### config.mk
export PLATFORM = sky130hd
export DESIGN_NAME = ffra_ctrl
export DESIGN_NICKNAME = d
export VERILOG_FILES = /design/src/design/ffra_pkg.sv /design/src/design/ffra_ctrl.sv
export SDC_FILE = /design/constraint.sdc
export NUM_CORES = 1
export LEC_CHECK = 0
export ABC_AREA = 0
export BUFFER_PORTS_ARGS = -buffer_cell sky130_fd_sc_hd__buf_2
export CORE_MARGIN = 2
export CORE_UTILIZATION = 47
export CTS_BUF_LIST = sky130_fd_sc_hd__clkbuf_4 sky130_fd_sc_hd__clkbuf_8
export DETAILED_ROUTE_END_ITERATION = 6
export GPL_TIMING_DRIVEN = 0
export PLACE_DENSITY = 0.82
export SLEW_MARGIN = 20
export SYNTH_ARGS = -nofsm -noshare
export SYNTH_HDL_FRONTEND = slang
export SYNTH_SLANG_ARGS = --single-unit
### constraint.sdc
create_clock -name clk -period 2.2 [get_ports clk]
set_input_delay 0.33 -clock clk [delete_from_list [all_inputs] [get_ports clk]]
set_output_delay 0.33 -clock clk [all_outputs]
set_load 0.005 [all_outputs]
### src/design/ffra_pkg.sv
package ffra_pkg;

    // free list geometry
    localparam int FREE_ENTRIES = 64;
    localparam int IDX_W        = $clog2(FREE_ENTRIES);
    localparam int CNT_W        = $clog2(FREE_ENTRIES + 1);

    // vertex space limits
    localparam logic [32:0] INITIAL_VERTICES = 33'd1048576;
    localparam logic [32:0] MAX_VERTICES     = 33'h1_0000_0000;
    localparam logic [32:0] SPACE_TOP        = 33'h1_0000_0000;
    localparam logic [32:0] SIZE_MAX32       = 33'h0_FFFF_FFFF;

    // result status codes
    localparam logic [1:0] ST_OK        = 2'd0;
    localparam logic [1:0] ST_ZERO      = 2'd1;
    localparam logic [1:0] ST_LIST_FULL = 2'd2;
    localparam logic [1:0] ST_EXHAUSTED = 2'd3;

    // opcode values
    localparam logic OP_ALLOC = 1'b0;
    localparam logic OP_FREE  = 1'b1;

    // read address select
    typedef enum logic [2:0] {
        RD_HOLD,
        RD_ZERO,
        RD_INC,
        RD_DEC,
        RD_POSP1,
        RD_LAST
    } rd_sel_t;

    // write select
    typedef enum logic [2:0] {
        WR_NONE,
        WR_SPLIT,
        WR_DOWN,
        WR_UP,
        WR_BOTH,
        WR_PREV,
        WR_NEXT,
        WR_INS
    } wr_sel_t;

    // controller to datapath commands
    typedef struct packed {
        logic       latch;
        rd_sel_t    rd_sel;
        wr_sel_t    wr_sel;
        logic       prev_capture;
        logic       pos_capture;
        logic       cnt_inc;
        logic       cnt_dec;
        logic       set_status;
        logic [1:0] status_code;
        logic       set_hit_base;
        logic       grow_start;
        logic       grow_step;
        logic       bump_commit;
        logic       cap_commit;
        logic       out_load;
    } cmd_t;

    // datapath to controller status
    typedef struct packed {
        logic cnt_zero;
        logic op_free;
        logic idx_lt_n;
        logic hit;
        logic exact;
        logic base_le;
        logic need_over_max;
        logic need_gt_cap;
        logic grow_done;
        logic m_both;
        logic m_prev;
        logic m_next;
        logic list_full;
        logic idx_eq_pos;
    } stat_t;

endpackage

### src/design/ffra_ctrl.sv
module ffra_ctrl (
    input  logic              clk,
    input  logic              rst_n,
    input  logic              in_valid,
    output logic              in_ready,
    output logic              out_valid,
    input  logic              out_ready,
    input  ffra_pkg::stat_t   stat,
    output ffra_pkg::cmd_t    cmd
);

    typedef enum logic [3:0] {
        S_IDLE,
        S_CHECK,
        S_ASCAN,
        S_SHDN,
        S_BUMP,
        S_GROW,
        S_FSCAN,
        S_FDEC,
        S_SHUP,
        S_INS,
        S_DONE
    } state_t;

    state_t state_reg;
    state_t state_next;
    logic   out_valid_reg;
    logic   out_valid_next;

    assign in_ready  = (state_reg == S_IDLE);
    assign out_valid = out_valid_reg;

    // next state and commands
    always_comb
    begin
        state_next      = state_reg;
        out_valid_next  = out_valid_reg && !out_ready;
        cmd.latch        = 1'b0;
        cmd.rd_sel       = ffra_pkg::RD_HOLD;
        cmd.wr_sel       = ffra_pkg::WR_NONE;
        cmd.prev_capture = 1'b0;
        cmd.pos_capture  = 1'b0;
        cmd.cnt_inc      = 1'b0;
        cmd.cnt_dec      = 1'b0;
        cmd.set_status   = 1'b0;
        cmd.status_code  = ffra_pkg::ST_OK;
        cmd.set_hit_base = 1'b0;
        cmd.grow_start   = 1'b0;
        cmd.grow_step    = 1'b0;
        cmd.bump_commit  = 1'b0;
        cmd.cap_commit   = 1'b0;
        cmd.out_load     = 1'b0;
        unique case (state_reg)
            S_IDLE:
            begin
                if (in_valid)
                begin
                    cmd.latch  = 1'b1;
                    cmd.rd_sel = ffra_pkg::RD_ZERO;
                    state_next = S_CHECK;
                end
            end
            S_CHECK:
            begin
                if (stat.cnt_zero)
                begin
                    cmd.set_status  = 1'b1;
                    cmd.status_code = ffra_pkg::ST_ZERO;
                    state_next      = S_DONE;
                end
                else if (stat.op_free)
                begin
                    state_next = S_FSCAN;
                end
                else
                begin
                    state_next = S_ASCAN;
                end
            end
            // first fit scan, one entry per cycle
            S_ASCAN:
            begin
                if (stat.idx_lt_n && stat.hit)
                begin
                    cmd.set_hit_base = 1'b1;
                    if (stat.exact)
                    begin
                        cmd.rd_sel = ffra_pkg::RD_INC;
                        state_next = S_SHDN;
                    end
                    else
                    begin
                        cmd.wr_sel = ffra_pkg::WR_SPLIT;
                        state_next = S_DONE;
                    end
                end
                else if (stat.idx_lt_n)
                begin
                    cmd.rd_sel = ffra_pkg::RD_INC;
                end
                else
                begin
                    state_next = S_BUMP;
                end
            end
            // close the gap left by a removed entry
            S_SHDN:
            begin
                if (stat.idx_lt_n)
                begin
                    cmd.wr_sel = ffra_pkg::WR_DOWN;
                    cmd.rd_sel = ffra_pkg::RD_INC;
                end
                else
                begin
                    cmd.cnt_dec = 1'b1;
                    state_next  = S_DONE;
                end
            end
            S_BUMP:
            begin
                if (stat.need_over_max)
                begin
                    cmd.set_status  = 1'b1;
                    cmd.status_code = ffra_pkg::ST_EXHAUSTED;
                    state_next      = S_DONE;
                end
                else if (stat.need_gt_cap)
                begin
                    cmd.grow_start = 1'b1;
                    state_next     = S_GROW;
                end
                else
                begin
                    cmd.bump_commit = 1'b1;
                    state_next      = S_DONE;
                end
            end
            // one capacity doubling per cycle
            S_GROW:
            begin
                if (stat.grow_done)
                begin
                    cmd.bump_commit = 1'b1;
                    cmd.cap_commit  = 1'b1;
                    state_next      = S_DONE;
                end
                else
                begin
                    cmd.grow_step = 1'b1;
                end
            end
            // find insert position, keeping the last entry at or below base
            S_FSCAN:
            begin
                if (stat.idx_lt_n && stat.base_le)
                begin
                    cmd.prev_capture = 1'b1;
                    cmd.rd_sel       = ffra_pkg::RD_INC;
                end
                else
                begin
                    cmd.pos_capture = 1'b1;
                    state_next      = S_FDEC;
                end
            end
            S_FDEC:
            begin
                if (stat.m_both)
                begin
                    cmd.wr_sel = ffra_pkg::WR_BOTH;
                    cmd.rd_sel = ffra_pkg::RD_POSP1;
                    state_next = S_SHDN;
                end
                else if (stat.m_prev)
                begin
                    cmd.wr_sel = ffra_pkg::WR_PREV;
                    state_next = S_DONE;
                end
                else if (stat.m_next)
                begin
                    cmd.wr_sel = ffra_pkg::WR_NEXT;
                    state_next = S_DONE;
                end
                else if (stat.list_full)
                begin
                    cmd.set_status  = 1'b1;
                    cmd.status_code = ffra_pkg::ST_LIST_FULL;
                    state_next      = S_DONE;
                end
                else if (stat.idx_lt_n)
                begin
                    cmd.rd_sel = ffra_pkg::RD_LAST;
                    state_next = S_SHUP;
                end
                else
                begin
                    state_next = S_INS;
                end
            end
            // open a slot at the insert position, top entry first
            S_SHUP:
            begin
                cmd.wr_sel = ffra_pkg::WR_UP;
                if (stat.idx_eq_pos)
                begin
                    state_next = S_INS;
                end
                else
                begin
                    cmd.rd_sel = ffra_pkg::RD_DEC;
                end
            end
            S_INS:
            begin
                cmd.wr_sel  = ffra_pkg::WR_INS;
                cmd.cnt_inc = 1'b1;
                state_next  = S_DONE;
            end
            // hand the result to the output register
            S_DONE:
            begin
                if (!out_valid_reg || out_ready)
                begin
                    cmd.out_load   = 1'b1;
                    out_valid_next = 1'b1;
                    state_next     = S_IDLE;
                end
            end
            default:
            begin
                state_next = S_IDLE;
            end
        endcase
    end

    // state and output valid
    always_ff @(posedge clk or negedge rst_n)
    begin
        if (!rst_n)
        begin
            state_reg     <= S_IDLE;
            out_valid_reg <= 1'b0;
        end
        else
        begin
            state_reg     <= state_next;
            out_valid_reg <= out_valid_next;
        end
    end

    // result loads only when the output slot is free
    a_load_free: assert property (@(posedge clk) disable iff (!rst_n)
        cmd.out_load |-> (!out_valid_reg || out_ready))
        else $error("result overwrote a pending item");
    a_load_sets_valid: assert property (@(posedge clk) disable iff (!rst_n)
        cmd.out_load |=> out_valid_reg)
        else $error("loaded result not shown");
    a_one_write: assert property (@(posedge clk) disable iff (!rst_n)
        (state_reg == S_IDLE) |-> (cmd.wr_sel == ffra_pkg::WR_NONE))
        else $error("free list written while idle");

endmodule

==> impl_results.md, run 1 <==
* Worst slew pin tran at 553.4 ps
* ANT cells at 0
* Worst clock skew at 3.022 ps
* Routed WL per cell at 14.61 µm
* Area of the core at around 1600 µm²
* Initial drt markers at 34
* Final worst-path cycle share at 0.9489
* Num CTS Buffers at 3
* Pleak at around 0.54 nW
* CP Launch Type: flip-flop
* Min Tclk post-route at 2088 ps
* Clock Sink Count at 5
* #FFs+latches synth at 5
* Rows at 14
* Reg clk slew, reported paths at ~40 ps
* Largest net degree at the start of global routing at 11
* I/O Buffers at 38
* RSZ-0062 raised after global routing: false
* Syn avg cell area at 7.024 µm²
* H-tree levels at 1
* First-pass GRT wire length at 4112 µm
* Initial Util at 0.5136
* VDD IR max at 0.0009252 V
* CP Max Fanout at 10
* Layout area overhead at 32.50%
* Initial antenna violation count at 0
* DIE WIDTH at 45.28 µm
* Commonest non-fill, non-tap cell in the layout: buf_2
* Die area at 2050 µm²
* YS warnings at 0
* Final Net Count at around 180
* DRC at 0
* WL final at approximately 2500 µm
* Hold Fails Final Rpt at 0
* Final antenna-violating net count at 0
* FF/Latch Area at 126.4 µm²
* Top_reg_cell synth: dfrtp_1
* Final setup viols at 0
* Post-Syn Nets at 132
* Fmax at between 0.4 and 0.5 GHz
* Crit path kind: reg2out
* DRT Pass-1 Iters at 5
* Worst Path Required at 1870 ps
* Synth cell types at 45
* Vias in the first global route at 888
* Max-slew violation count at 0
* Clock root buffer: clkbuf_4
* EDFF count, synth at 0
* Max FFs per register at 4
* Die H at between 40 and 50 µm
* Routed vias at 1055
* Post-DP HPWL at 1959 µm
* Sequential fraction of the synthesis area at 0.1563
* R2r startpoint: state_reg[2]
* Hold Path Class: in2async
* Synth async-reset ratio at 1.000
* TNS Setup at 0 ps
* CTS tree: done
* Grt total ovfl at 0
* Status: finished, final reports clean
* Setup Buffers After CTS at 0
* PwrDens at 1067 nW/µm²
* Mapped Area at 800.8 µm²
* CTS Buffer Depth at 2
* Latest clock arrival within the worst-skew pair at 240 ps
* Critical path arrival at 1760 ps
* Gpl congestion at 0.8829
* Worst setup EP type: output port
* Area of the multi-input gates at 619.3 µm²
* Worst Setup SP: state_reg[0]
* Fillers at 156
* GRT Overall Usage at 0.2683
* Worst hold margin at 419.8 ps
* Share of cells above drive strength 1 at 0.3885
* Worst relative slew slack at 0.6277
* Max Cap Violations at 0
* Most frequent cells in the layout: buf_2 (44), nor3_1 (12), nor2_1 (11)
* Syn Inst Count at 114
* # IOs at 40
* Vias per inst at 6.098
-- area by class of cell --
cell class                 count  share of cell area
timing repair buffer          39              0.1887
clock buffer                   4             0.02830
buffer                        10             0.05425
inverter                       2            0.007075
sequential                     5              0.1191
multi-input combinational     97              0.5837
tap                           16             0.01887
-- metrics by stage --
stage / utilization / cells / setup slack, ps / cell area [µm²] / power [mW]
floorplan: - / 114 / 585.5 / 800.8 / 0.7507
global placement: 0.6485 / 168 / 352.8 / 1011 / 0.9814
detailed placement: 0.6485 / 168 / 306.6 / 1011 / 0.9896
CTS: 0.6742 / 173 / 34.51 / 1051 / 1.115
global route: 0.6806 / 173 / 30.62 / 1061 / 1.241
finish: 0.6806 / 173 / 112.4 / 1061 / 1.132
-- cells in the mapped netlist, types with 2 or more instances --
master / instances / area [µm²]
o21ai_1: 2 / 10.01
nand2b_1: 4 / 25.02
mux2_1: 2 / 22.52
dfrtp_1: 5 / 125.1
nor2_1: 11 / 41.29
nand4_1: 2 / 12.51
a311o_1: 2 / 20.02
or3_1: 2 / 12.51
clkbuf_1: 2 / 7.510
a21oi_1: 7 / 35.03
o21bai_1: 3 / 22.52
a211oi_1: 2 / 15.01
inv_1: 2 / 7.510
nor3_1: 12 / 60.06
o21ai_0: 4 / 20.02
nor2b_1: 6 / 37.54
nand2_1: 6 / 22.52
nor4_1: 3 / 18.77
and3b_1: 2 / 17.52
buf_2: 7 / 35.03
and3_1: 3 / 18.77
nand3_1: 2 / 10.01
-- timing repair --
| action | in CTS | in global routing |
|---|---|---|
| hold buffers | 1 | 0 |
| hold endpoints to repair | 5 | 0 |
| endpoints found under the setup margin | 0 | 4 |
| gates resized for setup | 0 | 5 |
-- kinds of logic after synthesis --
| logic type | after synthesis | share of synthesized area |
|---|---|---|
| buf+inv | 12 | 0.07656 |
| compound gates | 32 | 0.2922 |
| mux | 3 | 0.04062 |
| simple gates | 62 | 0.4344 |
| flops | 5 | 0.1563 |
-- report_power, final --
group | leakage [nW] | internal, mW | total (mW) | switching [mW]
clock network | 0.0184 | 0.0808 | 0.117 | 0.0362
logic | 0.455 | 0.360 | 0.841 | 0.481
registers | 0.0634 | 0.131 | 0.174 | 0.0428
total | 0.537 | 0.572 | 1.13 | 0.560
-- layer usage --
layer  vias to the layer above  global-route usage  routed length, µm
li1                        517                   -                  -
met1                       468              0.4073               1116
met2                        68              0.4057               1132
met3                         2             0.04800                271
met4                         0             0.02941                  8
met5                         -                   0                  0
-- worst max-delay path: stages (launching register included) --
cell and delay (ps):
dfrtp_1 430, buf_2 250, buf_2 240, nand4_1 130
a21oi_1 230, a31o_2 140, buf_2 100
-- final timing paths --
| path | to | slack (ps) | depth (start not counted) |
|---|---|---|---|
| worst max-delay path | cmd[8] | 110 | 6 |
| worst min-delay path | state_reg[2] | 420 | 2 |
| worst max register to register | state_reg[0] | 460 | 5 |
| worst min register to register | out_valid | 720 | 2 |
| max in group asynchronous | state_reg[2] | 1640 | 2 |
| min in group clk | out_valid | 430 | 3 |
Power figures use the tool's default switching activity.
==> run 2: changes to the inputs <==
==> constraint.sdc (replaced) <==
create_clock -name clk -period 2.1 [get_ports clk]
set_input_delay 0.315 -clock clk [delete_from_list [all_inputs] [get_ports clk]]
set_output_delay 0.315 -clock clk [all_outputs]
set_load 0.005 [all_outputs]
==> run 2 against run 1 <==
Final cell count unchanged; register-to-register slack got worse by 80 ps; cell area increased by 1.1%; global-route usage decreased by 0.082 points; sequential power rose by 7%; hold slack got worse by 16 ps; sequential share of layout area about the same; clock skew about the same; power grew 6.6%; combinational power increased by 6.8%; critical endpoint is now cmd[16]; highest routed layer is now met3.
==> impl_results.md, run 2 (synthesis results as in run 1) <==
* Initial antenna violation count at 0
* ANT cells at 0
* Latest clock arrival within the worst-skew pair at 240 ps
* Final worst-path cycle share at 0.9558
* Met3 Use GR at 0.05200
* Layout area overhead at 33.91%
* Share of cells above drive strength 1 at 0.3949
* Final Net Count at 176
* Fmax at around 0.5 GHz
* Worst R2R Path Depth at 5
* Commonest non-fill, non-tap cell in the layout: buf_2
* Most frequent cells in the layout: buf_2 (43), nor3_1 (12), nor2_1 (11)
* GRT Overall Usage at 0.2675
* Num CTS Buffers at 3
* DRC at 0
* Max-slew violation count at 0
* Status: finished, final reports clean
* Clock root buffer: clkbuf_4
* Area of the core at 1559 µm²
* Final antenna-violating net count at 0
* Routed WL per cell at ~15 µm
* GR Util met2 at 0.4086
* Pwr Total at ~1.2 mW
* Hold Path Class: in2async
* Min Tclk post-route at 2007 ps
* CTS Buffer Depth at 2
* Clock Sink Count at 5
* Crit path kind: reg2out
* Met1 Usage GRT at 0.4000
* # IOs at 40
* Reg clk slew, reported paths at 40 ps
* Post-DP HPWL at between 1500 and 2000 µm
* Hold Fails Final Rpt at 0
* Die area at 2050 µm²
* Worst setup EP type: output port
* CP Max Fanout at 8
* Worst hold margin at approximately 400 ps
* CTS tree: done
* Grt total ovfl at 0
* H-tree levels at 1
* DIE WIDTH at 45.28 µm
* Worst slew pin tran at 537.7 ps
* Largest net degree at the start of global routing at 11
* Initial Util at 0.5136
* Initial drt markers at 54
* First-pass GRT wire length at slightly above 4000 µm
* Worst clock skew at 2.550 ps
* TNS Setup at 0 ps
* Worst relative slew slack at 0.6382
* WL final at ~2600 µm
* Finished Core Util at 0.6878
* Max FFs per register at 4
* Routed vias at 1052
* CP Launch Type: flip-flop
* Vias per inst at 6.081
* Final setup viols at 0
* Gpl congestion at around 0.88
* Vias in the first global route at 893
* PwrDens at 1125 nW/µm²
* VDD IR max at between 0.0009 and 0.001 V
* Critical path arrival at between 1500 and 2000 ps
* Die H at 45.28 µm
* RSZ-0062 raised after global routing: false
* DRT Pass-1 Iters at 4
* Pleak at 0.5381 nW
* Worst Path Required at 1780 ps
* Max Cap Violations at 0
* Top Usage Layer GRT: met2
* I/O Buffers at 38
* Rows at 14
-- run 2: cell counts in the layout (fill, tap and decap cells not counted) --
Identical to the previous run, type by type.
-- run 2: worst max-delay path: stages, from the launching register on --
cell and delay, ps:
dfrtp_2 430, nand2b_1 150, buf_2 170, nor4_1 410, a311o_1 180, buf_2 110
-- run 2: per-layer routing --
| metal | vias to the layer above | routed length, µm | part of all wire |
|---|---|---|---|
| met1 | 481 | 1198 | 0.47 |
| met3 | 0 | 200 | 0.078 |
| li1 | 518 | - | - |
| met4 | 0 | 0 | 0 |
| met5 | - | 0 | 0 |
| met2 | 53 | 1153 | 0.45 |
-- run 2: final timing paths --
| path | to | from | slack (ps) |
|---|---|---|---|
| worst max-delay path | cmd[16] | state_reg[2] | 90 |
| worst min-delay path | state_reg[2] | rst_n | 400 |
| worst max register to register | state_reg[0] | state_reg[2] | 380 |
| worst min register to register | out_valid | out_valid | 720 |
| max in group asynchronous | state_reg[0] | rst_n | 1560 |
| min in group clk | out_valid | out_ready | 410 |
-- run 2: area by class of cell --
class                           instances  area (µm²)
Timing Repair Buffer                   39       200.2
Tap cell                               16       20.02
Clock buffer                            4       30.03
Fill cell                             153       486.7
Multi-Input combinational cell         97       624.3
Buffer                                 10       62.56
Inverter                                2       7.507
Sequential cell                         5       127.6
-- run 2: report_power, final --
group | leakage [nW] | internal (mW) | switching, mW
Combinational | 0.457 | 0.389 | 0.509
Clock | 0.0184 | 0.0846 | 0.0379
Sequential | 0.0623 | 0.139 | 0.0461
Total | 0.538 | 0.613 | 0.593
-- run 2: per-stage QoR --
stage	cells	worst slack, ps	cell area (µm²)
global route	173	4.184	1072
global placement	168	267.8	1011
floorplan	114	500.5	800.8
finish	173	92.88	1072
detailed placement	168	221.6	1011
CTS	173	2.396	1055
-- run 2: timing repair --
item                                   in CTS  in global routing
endpoints found under the hold margin       5                  0
setup buffers                               0                  0
gates cloned                                0                  0
setup endpoints to repair                   2                  3
hold buffers                                1                  0
gates resized for setup                     2                  7
==> run 3: changes to the inputs <==
--- a/config.mk
+++ b/config.mk
@@ -5,15 +5,14 @@
 export SDC_FILE = /design/constraint.sdc
 export NUM_CORES = 1
 export LEC_CHECK = 0
-export ABC_AREA = 0
+export ABC_AREA = 1
 export BUFFER_PORTS_ARGS = -buffer_cell sky130_fd_sc_hd__buf_2
 export CORE_MARGIN = 2
-export CORE_UTILIZATION = 47
+export CORE_UTILIZATION = 46
 export CTS_BUF_LIST = sky130_fd_sc_hd__clkbuf_4 sky130_fd_sc_hd__clkbuf_8
 export DETAILED_ROUTE_END_ITERATION = 6
 export GPL_TIMING_DRIVEN = 0
-export PLACE_DENSITY = 0.82
-export SLEW_MARGIN = 20
+export PLACE_DENSITY = 0.81
 export SYNTH_ARGS = -nofsm -noshare
 export SYNTH_HDL_FRONTEND = slang
 export SYNTH_SLANG_ARGS = --single-unit
==> run 3 against run 2 <==
Critical path depth rose by 3; count of clock-buffer cells in the layout stayed put; clock power about the same; sequential cell count unchanged; combinational power decreased by 18%; register-to-register slack improved by 320 ps; sequential power is 2% lower; largest power group unchanged.
==> impl_results.md, run 3 <==
* Status: finished, final reports clean
* DRT Pass-1 Iters at 4
* Share of the synthesized area in the top cell type at 0.2892
* Final antenna-violating net count at 0
* TNS Setup at 0 ps
* Clock power share at 0.118
* CP top delay family: simple AND/OR/NAND/NOR gates
* Die area at 2007 µm²
* Crit path kind: reg2out
* PwrDens at a little over 1000 nW/µm²
* Largest area contributor in the netlist: nand2_1
* #FFs+latches synth at 5
* Most frequent cells in the layout: nand2_1 (59), buf_2 (38), inv_1 (26)
* Reg clk slew, reported paths at 40 ps
* Crit-path cells: inv_1 > nand2_1 > nor2_2 > nand2_1 > inv_1 > nand3_1 > nand3_1 > buf_2
* Worst slew pin tran at 307.9 ps
* Max FFs per register at 4
* Top cells by count, synth: nand2_1 (59), inv_1 (26), nor2_1 (26)
* Synth cell types at 19
* Count leader, synth: nand2_1
* Hold Fails Final Rpt at 0
* Hold path cells at 2
* CP Launch Type: flip-flop
* Worst setup EP type: output port
* Rows at 14
* CTS Buffer Depth at 2
* CTS tree: done
* Post-Syn Nets at 170
* Clock Sink Count at 5
* Worst relative slew slack at 0.7945
* Sw frac at 0.5238
* DRC at 0
* Min Tclk post-route at 1913 ps
* Area of the core at 1541 µm²
* GRT Overall Usage at 0.2307
* Mapped Area at 765.7 µm²
* Hold Path Class: in2reg
* Worst clock skew at 4.959 ps
* Largest net degree at the start of global routing at 9
* P_sw at 545.1 µW
* Setup Buffers After CTS at 0
* Initial Util at 0.4968
* Clock root buffer: clkbuf_4
* YS warnings at 0
* Die H at ~45 µm
* Final worst-path cycle share at 0.9112
* I/O Buffers at 38
* Pleak at 0.7363 nW
* Max Cap Violations at 0
* Pwr Total at 1.041 mW
* Routed WL per cell at 10.34 µm
* R2r startpoint: state_reg[3]
* Comb pwr share at 0.707
* CP Max Fanout at 6
* DIE WIDTH at ~45 µm
* Post-DP HPWL at 1863 µm
* Seq pwr share at 0.175
* Share of cells above drive strength 1 at 0.2821
* RSZ-0062 raised after global routing: false
* Worst Hold End: out_valid
* Syn avg cell area at 5.038 µm²
* Worst hold margin at between 300 and 400 ps
* # IOs at 40
* Hold wc startpoint: out_ready
* Final Net Count at 214
* Worst Path Required at 1780 ps
* R2R setup slack at roughly 700 ps
* Layout area overhead at 33.01%
* Syn Inst Count at 152
* Grt total ovfl at 0
* First-pass GRT wire length at around 3500 µm
* Initial drt markers at 29
* Gpl congestion at about 0.86
* Slowest-stage cell, CP: dfrtp_1
* Vias in the first global route at 888
* ANT cells at 0
* Final setup viols at 0
* Top_reg_cell synth: dfrtp_1
* Latest clock arrival within the worst-skew pair at 240 ps
* WL final at 2182 µm
* Num CTS Buffers at 3
* Synth async-reset ratio at 1.000
* Delay of the slowest cell on the worst path at between 400 and 500 ps
* H-tree levels at 1
* Critical R2R Capture: state_reg[1]
* Fmax at between 0.5 and 0.6 GHz
* Commonest non-fill, non-tap cell in the layout: nand2_1
* Pint at 495.5 µW
* Critical path arrival at 1600 ps
* Worst R2R Path Depth at 9
* Max-slew violation count at 0
* VDD IR max at roughly 0.00076 V
* Initial antenna violation count at 0
* EDFF count, synth at 0
* CP bufs+invs at 3
* Synth top area cells: nand2_1 (29%), dfrtp_1 (16%), inv_1 (13%), nor2_1 (13%), nand3_1 (7.8%)
* Routed vias at between 1k and 1.5k
* Vias per inst at 4.986
* Sequential fraction of the synthesis area at 0.1634
[run 3: cell types whose count changed after synthesis, moves of 3 or more]
| cell | previous run | this run |
|---|---|---|
| and3_1 | 3 | 0 |
| nor4_1 | 3 | 0 |
| o21bai_1 | 3 | 0 |
| nor2_2 | 1 | 5 |
| inv_1 | 2 | 26 |
| nor3_1 | 12 | 0 |
| nand2b_1 | 4 | 0 |
| buf_2 | 7 | 0 |
| a21oi_1 | 7 | 1 |
| nor2_1 | 11 | 26 |
| nor2b_1 | 6 | 0 |
| nand3_1 | 2 | 12 |
| nand2_1 | 6 | 59 |
[run 3: power groups by stage]
stage	sequential, mW	clock [mW]	combinational, mW
final	0.182	0.123	0.735
after global routing	0.187	0.134	0.836
after CTS	0.179	0.129	0.731
after detailed placement	0.180	0	0.728
after global placement	0.181	0	0.708
after floorplan	0.175	0	0.509
[run 3: routing by layer]
| metal | track usage | routed length, µm | vias up |
|---|---|---|---|
| met5 | 0 | 0 | - |
| met4 | 0.02941 | 0 | 0 |
| met3 | 0.04800 | 163 | 0 |
| met2 | 0.4087 | 1035 | 37 |
| met1 | 0.2963 | 983 | 463 |
| li1 | - | - | 552 |
[run 3: area by class of cell]
class                      count  area (µm²)
tap                           16       20.02
clock buffer                   4       30.03
buffer                         2       12.51
inverter                      27       101.3
multi-input combinational    118       529.3
fill                         171       523.0
timing repair buffer          39       200.2
sequential                     5       125.1
[run 3: worst max path at each step]
stage | slack (ps) | depth (start not counted) | end | from
3_5_place_dp | 410 | 6 | cmd[17] | state_reg[2]
5_1_grt | 100 | 8 | cmd[14] | state_reg[3]
4_1_cts | 150 | 6 | cmd[17] | state_reg[2]
3_3_place_gp | 400 | 6 | cmd[17] | state_reg[2]
6_report | 190 | 8 | cmd[14] | state_reg[3]
2_1_floorplan | 690 | 3 | cmd[17] | state_reg[2]
[run 3: kinds of logic (layout without fill, tap and decap cells)]
family	count (synthesis)	in the layout	synth area share
AND/OR/NAND/NOR	111	111	0.6291
buffers and inverters	29	72	0.1487
flip-flops	5	5	0.1634
AO/OA/AOI/OAI	7	7	0.05882
[run 3: through the flow]
step | setup WS (ps) | area, µm² | util | cells
after floorplan | 688.9 | 765.7 | - | 152
after global placement | 401.8 | 975.9 | 0.6331 | 206
after detailed placement | 408.8 | 975.9 | 0.6331 | 206
after CTS | 148.1 | 1016 | 0.6591 | 211
after global routing | 99.88 | 1018 | 0.6607 | 211
final | 186.5 | 1018 | 0.6607 | 211
[run 3: repair_timing]
action                                  4_1_cts  5_1_grt
hold buffers                                  1        0
gates resized for setup                       0        1
hold endpoints to repair                      5        0
endpoints found under the setup margin        0        1
